### src/rtl/bvcd_pkg.sv
`timescale 1ns / 1ps
// ----------------------------------------------------------------------------
// bvcd_pkg
// Shared types and constants of the base vote correction decider: tally
// widths, transfer payloads, configuration state and register indexes.
// ----------------------------------------------------------------------------
package bvcd_pkg;

  localparam int TALLY_BITS    = 16;
  localparam int CFG_DATA_BITS = 16;
  localparam int CFG_IDX_BITS  = 1;
  localparam int STRONG_VOTES  = 6;
  localparam int SUB_COUNT     = 5;
  localparam int INS_COUNT     = 4;

  localparam logic [CFG_IDX_BITS-1:0] CFG_MIN_HAPLO_VOTES = 1'd0;
  localparam logic [CFG_IDX_BITS-1:0] CFG_HAPLO_CHECK_ON  = 1'd1;

  localparam logic [2:0] CHANGE_DELETE = 3'd0;
  localparam logic [1:0] INSERT_A      = 2'd0;

  localparam logic [15:0] MIN_HAPLO_RESET = 16'd3;
  localparam logic        HAPLO_ON_RESET  = 1'b1;

  typedef logic [TALLY_BITS-1:0] tally_t;

  typedef struct packed {
    logic [2:0] current_base;
    tally_t     confirmed_votes;
    tally_t     delete_votes;
    tally_t     sub_a_votes;
    tally_t     sub_c_votes;
    tally_t     sub_g_votes;
    tally_t     sub_t_votes;
    tally_t     no_insert_votes;
    tally_t     ins_a_votes;
    tally_t     ins_c_votes;
    tally_t     ins_g_votes;
    tally_t     ins_t_votes;
  } in_item_t;

  typedef struct packed {
    logic       change_valid;
    logic [2:0] change_type;
    logic       insert_valid;
    logic [1:0] insert_type;
  } out_item_t;

  typedef struct packed {
    logic [15:0] min_haplo_votes;
    logic        haplo_check_on;
  } cfg_t;

endpackage

### src/rtl/bvcd_cfg_regs.sv
`timescale 1ns / 1ps
// ----------------------------------------------------------------------------
// bvcd_cfg_regs
// Configuration register file: haplotype vote threshold and haplotype check
// enable, written through a plain write port.
// ----------------------------------------------------------------------------
module bvcd_cfg_regs
  import bvcd_pkg::*;
(
  input  logic                     clk,
  input  logic                     rst_n,
  input  logic                     cfg_we,
  input  logic [CFG_IDX_BITS-1:0]  cfg_index,
  input  logic [CFG_DATA_BITS-1:0] cfg_wdata,
  output cfg_t                     cfg
);

  cfg_t cfg_r;
  cfg_t cfg_nxt;

  always_comb begin
    cfg_nxt = cfg_r;
    if (cfg_we) begin
      unique case (cfg_index)
        CFG_MIN_HAPLO_VOTES: cfg_nxt.min_haplo_votes = cfg_wdata[15:0];
        CFG_HAPLO_CHECK_ON:  cfg_nxt.haplo_check_on  = cfg_wdata[0];
        default:             cfg_nxt = cfg_r;
      endcase
    end
  end

  always_ff @(posedge clk) begin
    if (!rst_n) begin
      cfg_r.min_haplo_votes <= MIN_HAPLO_RESET;
      cfg_r.haplo_check_on  <= HAPLO_ON_RESET;
    end else begin
      cfg_r <= cfg_nxt;
    end
  end

  assign cfg = cfg_r;

endmodule

### src/rtl/bvcd_vote_eval.sv
`timescale 1ns / 1ps
// ----------------------------------------------------------------------------
// bvcd_vote_eval
// One vote decision: strict maximum (first wins ties), total, significant
// count and the shared acceptance test against the guard tally.
// ----------------------------------------------------------------------------
module bvcd_vote_eval
  import bvcd_pkg::*;
#(
  parameter int N = 5
) (
  input  logic [N-1:0][TALLY_BITS-1:0] tally,
  input  tally_t                       guard,
  input  cfg_t                         cfg,
  output logic [$clog2(N)-1:0]         win_idx,
  output logic                         accept
);

  localparam int IDX_W   = $clog2(N);
  localparam int SUM_W   = TALLY_BITS + $clog2(N);
  localparam int CNT_W   = $clog2(N + 1);
  localparam int CMP_W   = (TALLY_BITS > 16) ? TALLY_BITS : 16;

  tally_t           best;
  logic [SUM_W-1:0] sum;
  logic [CNT_W-1:0] sig_cnt;
  logic [SUM_W:0]   best_x2;

  always_comb begin
    best    = tally[0];
    win_idx = '0;
    sum     = '0;
    sig_cnt = '0;
    for (int k = 0; k < N; k++) begin
      if (tally[k] > best) begin
        best    = tally[k];
        win_idx = IDX_W'(k);
      end
      sum = sum + SUM_W'(tally[k]);
      if (CMP_W'(tally[k]) >= CMP_W'(cfg.min_haplo_votes)) begin
        sig_cnt = sig_cnt + CNT_W'(1);
      end
    end
  end

  assign best_x2 = (SUM_W + 1)'(best) << 1;

  always_comb begin
    accept = 1'b1;
    if (guard >= TALLY_BITS'(2)) begin
      accept = 1'b0;
    end
    if (sum <= SUM_W'(1)) begin
      accept = 1'b0;
    end
    if (best_x2 <= (SUM_W + 1)'(sum)) begin
      accept = 1'b0;
    end
    if (sig_cnt >= CNT_W'(2) && cfg.haplo_check_on) begin
      accept = 1'b0;
    end
    if (guard == TALLY_BITS'(1) && best <= TALLY_BITS'(STRONG_VOTES)) begin
      accept = 1'b0;
    end
  end

endmodule

### src/rtl/base_vote_correction_decider.sv
`timescale 1ns / 1ps
// ----------------------------------------------------------------------------
// base_vote_correction_decider
// Decides per read position whether to emit a substitution or deletion and
// whether to emit an insertion, from the position's vote tallies.
//
//   channel  ports                    payload
//   input    in_valid / in_ready      in_data  (in_item_t)
//   result   out_valid / out_ready    out_data (out_item_t)
//   config   cfg_we                   cfg_index, cfg_wdata
//
// One item per cycle sustained while results are taken; an input transfer
// reaches result valid through the input register, decision logic and result register.
// Reset is synchronous, active low; it empties both stages and loads the
// register defaults.
// A stalled result holds the result register; the input register keeps
// filling until both stages are occupied.
// ----------------------------------------------------------------------------
module base_vote_correction_decider
  import bvcd_pkg::*;
(
  input  logic                     clk,
  input  logic                     rst_n,
  input  logic                     in_valid,
  output logic                     in_ready,
  input  in_item_t                 in_data,
  output logic                     out_valid,
  input  logic                     out_ready,
  output out_item_t                out_data,
  input  logic                     cfg_we,
  input  logic [CFG_IDX_BITS-1:0]  cfg_index,
  input  logic [CFG_DATA_BITS-1:0] cfg_wdata
);

  cfg_t      cfg;
  logic      s1_valid_r;
  in_item_t  s1_data_r;
  logic      s2_valid_r;
  out_item_t s2_data_r;
  out_item_t s2_data_nxt;
  logic      s2_load;

  logic [$clog2(SUB_COUNT)-1:0] sub_win;
  logic [$clog2(INS_COUNT)-1:0] ins_win;
  logic                         sub_accept;
  logic                         ins_accept;
  logic                         differs;

  bvcd_cfg_regs u_cfg (
    .clk       (clk),
    .rst_n     (rst_n),
    .cfg_we    (cfg_we),
    .cfg_index (cfg_index),
    .cfg_wdata (cfg_wdata),
    .cfg       (cfg)
  );

  bvcd_vote_eval #(.N(SUB_COUNT)) u_sub_eval (
    .tally   ({s1_data_r.sub_t_votes, s1_data_r.sub_g_votes, s1_data_r.sub_c_votes,
               s1_data_r.sub_a_votes, s1_data_r.delete_votes}),
    .guard   (s1_data_r.confirmed_votes),
    .cfg     (cfg),
    .win_idx (sub_win),
    .accept  (sub_accept)
  );

  bvcd_vote_eval #(.N(INS_COUNT)) u_ins_eval (
    .tally   ({s1_data_r.ins_t_votes, s1_data_r.ins_g_votes, s1_data_r.ins_c_votes,
               s1_data_r.ins_a_votes}),
    .guard   (s1_data_r.no_insert_votes),
    .cfg     (cfg),
    .win_idx (ins_win),
    .accept  (ins_accept)
  );

  // deletion always differs; any other winner must not match the base
  assign differs = (sub_win == CHANGE_DELETE) ||
                   (s1_data_r.current_base != 3'(sub_win - 3'd1));

  always_comb begin
    s2_data_nxt.change_valid = sub_accept && differs;
    s2_data_nxt.change_type  = (sub_accept && differs) ? 3'(sub_win) : CHANGE_DELETE;
    s2_data_nxt.insert_valid = ins_accept;
    s2_data_nxt.insert_type  = ins_accept ? 2'(ins_win) : INSERT_A;
  end

  assign s2_load  = !s2_valid_r || out_ready;
  assign in_ready = !s1_valid_r || s2_load;

  always_ff @(posedge clk) begin
    if (!rst_n) begin
      s1_valid_r <= 1'b0;
      s2_valid_r <= 1'b0;
    end else begin
      if (in_ready) begin
        s1_valid_r <= in_valid;
      end
      if (s2_load) begin
        s2_valid_r <= s1_valid_r;
      end
    end
  end

  always_ff @(posedge clk) begin
    if (in_ready && in_valid) begin
      s1_data_r <= in_data;
    end
    if (s2_load && s1_valid_r) begin
      s2_data_r <= s2_data_nxt;
    end
  end

  assign out_valid = s2_valid_r;
  assign out_data  = s2_data_r;

`ifndef SYNTHESIS
  a_change_type_idle: assert property (@(posedge clk) disable iff (!rst_n)
    out_valid && !out_data.change_valid |-> out_data.change_type == CHANGE_DELETE)
    else $error("change_type set without change_valid");

  a_insert_type_idle: assert property (@(posedge clk) disable iff (!rst_n)
    out_valid && !out_data.insert_valid |-> out_data.insert_type == INSERT_A)
    else $error("insert_type set without insert_valid");

  a_change_type_range: assert property (@(posedge clk) disable iff (!rst_n)
    out_valid |-> out_data.change_type <= 3'd4)
    else $error("change_type out of range");

  a_ready_when_free: assert property (@(posedge clk) disable iff (!rst_n)
    !s2_valid_r || out_ready |-> in_ready)
    else $error("input stalled while result stage is free");

  a_stage_advance: assert property (@(posedge clk) disable iff (!rst_n)
    s1_valid_r && s2_load |=> s2_valid_r)
    else $error("decision lost between stages");
`endif

endmodule

### config.mk
export PLATFORM = sky130hd
export DESIGN_NAME = base_vote_correction_decider
export DESIGN_NICKNAME = d
export VERILOG_FILES = /design/src/rtl/bvcd_pkg.sv /design/src/rtl/bvcd_cfg_regs.sv /design/src/rtl/bvcd_vote_eval.sv /design/src/rtl/base_vote_correction_decider.sv
export SDC_FILE = /design/constraint.sdc
export NUM_CORES = 1
export LEC_CHECK = 0
export ABC_CLOCK_PERIOD_IN_PS = 14300
export BUFFER_PORTS_ARGS = -buffer_cell sky130_fd_sc_hd__buf_2
export CORE_MARGIN = 4
export CORE_UTILIZATION = 45
export DETAILED_ROUTE_END_ITERATION = 10
export PLACE_DENSITY_LB_ADDON = 0.05
export SLEW_MARGIN = 20
export SYNTH_ARGS = -nofsm -noshare
export SYNTH_HDL_FRONTEND = slang
export SYNTH_SLANG_ARGS = --single-unit
### constraint.sdc
create_clock -name clk -period 14.3 [get_ports clk]
set_input_delay 1.43 -clock clk [delete_from_list [all_inputs] [get_ports clk]]
set_output_delay 1.43 -clock clk [all_outputs]
set_load 0.01 [all_outputs]
# Yosys cells after proc, flatten, opt, wreduce, memory -nomap -nowiden
# Index checks and enable logic that the tools add are counted.
# W data, S select, Z words.
totals:
  register_bits: 205
  memories: 0
  latchBits: 0
  ramBits: 0
  romBits: 0
op_classes:
  bitwise: 1
  n_eq_ne: 3
  shifts: 0
  magnitude_cmp: 26
  n_div: 0
  n_mul: 0
  n_reduce_logical: 15
  addsub: 15
  muxes: 33
op_table:
  columns: ["operator", "count"]
  rows:
  - ["$ge A16 B16 Y1", 9]
  - ["$gt A16 B16 Y1", 7]
  - ["$mux W16", 7]
  - ["$add A19 B16 Y19", 3]
  - ["$add A18 B16 Y18", 2]
  - ["$add A16 B16 Y17", 2]
  - ["$eq A16 B1 Y1 const B", 2]
  - ["$ge A16 B2 Y1 const B", 2]
  - ["$le A16 B3 Y1 const B", 2]
  - ["$mux W3", 8]
  - ["$le A17 B19 Y1", 1]
  - ["$le A19 B1 Y1 const B", 1]
  - ["$le A17 B18 Y1", 1]
  - ["$le A18 B1 Y1 const B", 1]
  - ["$add A3 B1 Y3 const B", 5]
  - ["$mux W1", 14]
  - ["$mux W2", 4]
  - ["$logic_and A1 B1 Y1", 7]
  - ["$ge A3 B2 Y1 const B", 2]
  - ["$add A1 B1 Y2 const B", 2]
  - ["$reduce_and A2 Y1", 2]
  - ["$logic_not A3 Y1", 1]
  - ["$logic_or A1 B1 Y1", 3]
  - ["$ne A3 B3 Y1", 1]
  - ["3 further kinds", 4]

# Logic depth before layout (Yosys ltp)
logic_depth:
  word_depth: 15
  ltp_mapped: 54

# By module
# A second synthesis with hierarchy kept.
unflattened:
  cells_unflattened: 1685
  hier_area_um2: 18013.5
by_module_without_submodules:
  columns: ["module", "area_each_um2", "instances", "seq_area_each_um2", "cells_each"]
  rows:
  - ["bvcd_vote_eval at u_sub_eval", 6246.0, 1, 0.0, 761]
  - ["base_vote_correction_decider", 5823.1, 1, 5625.4, 214]
  - ["bvcd_vote_eval at u_ins_eval", 5242.5, 1, 0.0, 636]
  - ["bvcd_cfg_regs", 701.9, 1, 340.3, 74]

# Worst setup path before layout
# OpenSTA, ideal clock, no wires.
synth_timing:
  path_type: "register to register"
  startpoint: "register s1_data_r[135] (netlist bit)"
  endpoint: "register s2_data_r, in the netlist out_data[5], data pin"
  period_less_slack_ns: 10.681
  setup_ns: 0.256
  arrival_ns: 10.424
  setup_slack_ns: 3.619
  n_path_buf: 6
  stages_incl_launch_ff: 54
  path_cell_list: "edfxtp_1 -> ha_1 -> and3_1 -> nand4_1 -> a2111oi_1 -> nor3_1 -> nor2_2 -> buf_6 -> mux2_2 -> inv_1 -> ha_1 -> a211oi_1 -> nor2_1 -> a2111oi_0 -> o21ai_0 -> o31a_1 -> mux2i_4 -> buf_4 -> [18 not listed] -> buf_1 -> clkbuf_1 -> clkbuf_1 -> nor2_1 -> a21oi_1 -> ha_1 -> nor2b_1 -> o21a_1 -> o21a_1 -> o21ai_0 -> nand2b_1 -> a21oi_1 -> o31ai_1 -> a221oi_1 -> a211oi_1 -> o311ai_0 -> a41oi_1 -> and4bb_1"
synth_between:
  elab_chain_cells: 13
  word_cells_on_any_way: 39
  classes_between: "add/sub: 8; order compare: 9; eq/ne: 1; mux: 16; reduce/logical: 5"
synth_rtl:
  columns: ["item", "line", "source"]
  rows:
  - ["from (decl)", "base_vote_correction_decider.sv:37", "in_item_t s1_data_r;"]
  - ["from (signal assigned)", "base_vote_correction_decider.sv:106", "s1_data_r <= in_data;"]
  - ["$gt A16 B16 Y1 / $ge A16 B16 Y1 (equally long branches)", "bvcd_vote_eval.sv:35, bvcd_vote_eval.sv:40", null]
  - ["$mux W16 / $mux W3 (equally long branches)", "bvcd_vote_eval.sv:35, bvcd_vote_eval.sv:40", null]
  - ["$gt A16 B16 Y1 / $add A3 B1 Y3 (equally long branches)", "bvcd_vote_eval.sv:35, bvcd_vote_eval.sv:41", null]
  - ["$mux W16 / $mux W3 (equally long branches)", "bvcd_vote_eval.sv:35, bvcd_vote_eval.sv:40", null]
  - ["$gt A16 B16 Y1 / $add A3 B1 Y3 (equally long branches)", "bvcd_vote_eval.sv:35, bvcd_vote_eval.sv:41", null]
  - ["$mux W16 / $mux W3 (equally long branches)", "bvcd_vote_eval.sv:35, bvcd_vote_eval.sv:40", null]
  - ["$gt A16 B16 Y1 / $add A3 B1 Y3 (equally long branches)", "bvcd_vote_eval.sv:35, bvcd_vote_eval.sv:41", null]
  - ["$mux W16 / $mux W3 (equally long branches)", "bvcd_vote_eval.sv:35, bvcd_vote_eval.sv:40", null]
  - ["$le A17 B19 Y1 / $ge A3 B2 Y1 (equally long branches)", "bvcd_vote_eval.sv:56, bvcd_vote_eval.sv:59", null]
  - ["$mux W1 / $logic_and A1 B1 Y1 (equally long branches)", "bvcd_vote_eval.sv:56, bvcd_vote_eval.sv:59", null]
  - ["$mux W1", "bvcd_vote_eval.sv:59", "if (sig_cnt >= CNT_W'(2) && cfg.haplo_check_on) begin"]
  - ["$mux W1", "bvcd_vote_eval.sv:62", "if (guard == TALLY_BITS'(1) && best <= TALLY_BITS'(STRONG_VOTES)) begin"]
  - ["$logic_and A1 B1 Y1", "base_vote_correction_decider.sv:82", "s2_data_nxt.change_type = (sub_accept && differs) ? 3'(sub_win) : CHANGE_DELETE;"]
  - ["to (signal assigned)", "base_vote_correction_decider.sv:109", "s2_data_r <= s2_data_nxt;"]
  - ["to (decl)", "base_vote_correction_decider.sv:39", "out_item_t s2_data_r;"]
# Parallel ways exist; a longest one is shown, timed or not.
# A chain may end at the register's enable or synchronous reset.

# Worst setup path after layout
layout_timing:
  startpoint: "register s1_data_r[134] (netlist bit)"
  endpoint: "register s2_data_r, in the netlist out_data[3], data pin"
# The elaborated chain is that of the path after synthesis.

==> flow_metrics.env <==
export IMPL_leakage_nw=9.94
export IMPL_grt_max_degree=64
export IMPL_drt_met1_wl_mm=22.8
export IMPL_r2r_start="s1_data_r[134]"
export IMPL_cts_inserted_buffers=25
export IMPL_dpl_cell_count=2564
export IMPL_synthesis_area_um2=18700
export IMPL_ys_warn_count=0
export IMPL_finClkSkew_ns=0.0202
export IMPL_drive_gt1_frac=0.139
export IMPL_synthDistinctLibCells=74
export IMPL_hold_viol=0
export IMPL_internal_power_mw=1.67
export IMPL_crit_start="s1_data_r[134]"
export IMPL_relSlewSlack=0.296
export IMPL_finalNonFillerCells=2609
export IMPL_drtPass1Iterations=5
export IMPL_worstSetupEndpointType="register"
export IMPL_min_path_type="register to register"
export IMPL_rows=74
export IMPL_crit_arrival_ns=12.75
export IMPL_seq_area_frac_synth=0.319
export IMPL_synth_common_cells="ha_1 (362), inv_1 (259), edfxtp_1 (186)"
export IMPL_antenna_found_initial=0
export IMPL_max_vdd_ir_drop_uv=103
export IMPL_cts_sinks=205
export IMPL_switching_share=0.404
export IMPL_drv_slew=0
export IMPL_yosysMostFrequentCell="ha_1"
export IMPL_antennaDiodeCount=0
export IMPL_worstHoldStart="u_cfg.cfg[8]"
export IMPL_gp_congestion=0.930
export IMPL_period_needed_ns=12.38
export IMPL_period_share=0.866
export IMPL_drc_errors=0
export IMPL_outcome="completed"
export IMPL_synthCells=1835
export IMPL_top_layer="met4"
export IMPL_coreArea_um2=40900
export IMPL_setup_viol=0
export IMPL_cts_tree="done"
export IMPL_viasPerCell=5.53
export IMPL_synth_edf_count=186
export IMPL_grt_usage=0.238
export IMPL_clkPwrFrac=0.211
export IMPL_grt_pass1_wl_mm=82.5
export IMPL_critPathMostFrequentCell="o21ai_0"
export IMPL_async_flop_share=0
export IMPL_hpwl_mm=45.2
export IMPL_die_w_um=212
export IMPL_synth_area_leaders="edfxtp_1 (30%), ha_1 (24%), fa_1 (5.5%)"
export IMPL_finalNetCount=2673
export IMPL_post_cts_resized=0
export IMPL_ys_dominant_reg_cell="edfxtp_1"
export IMPL_setup_slack_ns=1.92
export IMPL_cp_top_family="compound AO/OA/AOI/OAI gates"
export IMPL_path_clk_slew_ns=0.06
export IMPL_wire_per_inst_um=20.8
export IMPL_met2_length_mm=27.4
export IMPL_crit_type="register to register"
export IMPL_cp_data_required_time_ns=14.67
export IMPL_num_vias=14400
export IMPL_root_buffer="clkbuf_16"
export IMPL_grt_pass1_vias=15000
export IMPL_finalSetupTns_ns=0
export IMPL_wirelength_mm=54.2
export IMPL_cts_htree_levels=1
export IMPL_comb_power_share=0.527
export IMPL_fillCellCount=3751
export IMPL_grt_overflow=0
export IMPL_synth_seq_cells=205
export IMPL_met3_length_mm=1.84
export IMPL_io_buffers=209
export IMPL_path_max_fanout=29
export IMPL_p_per_area_nw_per_um2=132
export IMPL_synth_top_area_cell="edfxtp_1"
export IMPL_rsz0062_at_grt="no"
export IMPL_yosysTopAreaCellShare=0.299
export IMPL_die_area_um2=44900
export IMPL_drt_iter0_drc=771
export IMPL_synthesis_nets=2449
export IMPL_worst_slew_pin_slew_ns=1.05
export IMPL_max_cap_violations=0
export IMPL_area_growth_pct=13.0
export IMPL_crit_buf_inv=1
export IMPL_ant_nets=0
export IMPL_syn_avg_cell_area_um2=10.2
export IMPL_worstSkewPairLatency_ns=0.55
export IMPL_max_clock_freq_mhz=80.8
export IMPL_p_sw_mw=1.13
export IMPL_worst_path_max_delay_cell="a32o_1"
export IMPL_hold_slack_ns=0.461
export IMPL_die_h_um=212
export IMPL_io_pin_count=210
export IMPL_start_kind="register"
export IMPL_holdBufCountCts=0
export IMPL_cp_slowest_stage_delay_ns=0.82
export IMPL_power_frac_seq=0.262
export IMPL_post_cts_buffers=0
export IMPL_start_util=0.457
export IMPL_dp_slack_ns=1.74
export IMPL_clk_path_buf_depth=3
kinds of logic (layout without fill, tap and decap cells):
family / count (synthesis) / count (layout) / share of synthesized area
AO/OA/AOI/OAI: 429 / 429 / 0.149
AND/OR/NAND/NOR: 364 / 364 / 0.101
buffers and inverters: 277 / 519 / 0.0562
multiplexers: 84 / 84 / 0.0474
flip-flops: 205 / 205 / 0.319
XOR/XNOR: 63 / 63 / 0.0302
adder cells (fa/ha/maj): 413 / 413 / 0.297
path summary, 6_finish.rpt:
path,endpoint,slack [ns],cells after the start
setup / recovery,out_data[3],1.92,44
hold / removal,u_cfg.cfg[8],0.46,2
setup reg to reg,out_data[3],1.92,44
hold reg to reg,u_cfg.cfg[8],0.46,2
layout make-up:
class	instances	area, um2	area share
multi-input cells	1353	11700	0.554
flip-flops and latches	205	5970	0.282
repair buffers	215	1090	0.0516
inverters	259	972	0.0460
clock buffers	37	671	0.0317
well taps	532	666	0.0315
clock inverters	8	68.8	0.00326
layout by cell type (no fill, tap or decap), types with 32 or more instances in the layout:
master,n
ha_1,362
inv_1,259
buf_2,209
edfxtp_1,186
a21oi_1,120
a21o_1,85
nand2_1,84
o21ai_0,71
nor2_1,68
mux2i_1,63
fa_1,51
nand4_1,40
xnor2_1,38
nand3_1,32
nand2b_1,32
metal layers:
metal  track usage  vias to the layer above
met5             0                        -
met4        0.0860                        0
met3        0.0236                      101
met2         0.429                      271
met1         0.295                     6926
li1              -                     7128
worst min-delay path, delay by kind of cell, from the launching register on:
kind	cells	cell delay [ns]
AO/OA/AOI/OAI	1	0.06
AND/OR/NAND/NOR	1	0.05
flip-flops	1	0.31
registers in the layout (all words and copies together) (netlist names):
signal      count
u_cfg.cfg      17
s1_valid_r      1
s1_data_r     179
out_valid       1
out_data        7
stage by stage:
stage	total power, mW	cell area [um2]	util
2_1_floorplan	1.82	18700	-
4_1_cts	2.82	21100	0.516
5_1_grt	3.04	21100	0.517
3_3_place_gp	2.19	20400	0.498
6_report	2.80	21100	0.517
3_5_place_dp	2.21	20400	0.498
power groups by stage:
stage	sequential [mW]	combinational [mW]	clock (mW)
final	0.734	1.48	0.590
after global routing	0.738	1.67	0.632
after CTS	0.734	1.48	0.611
after detailed placement	0.746	1.47	0
after global placement	0.746	1.44	0
after floorplan	0.732	1.09	0
Power figures use the tool's default switching activity.
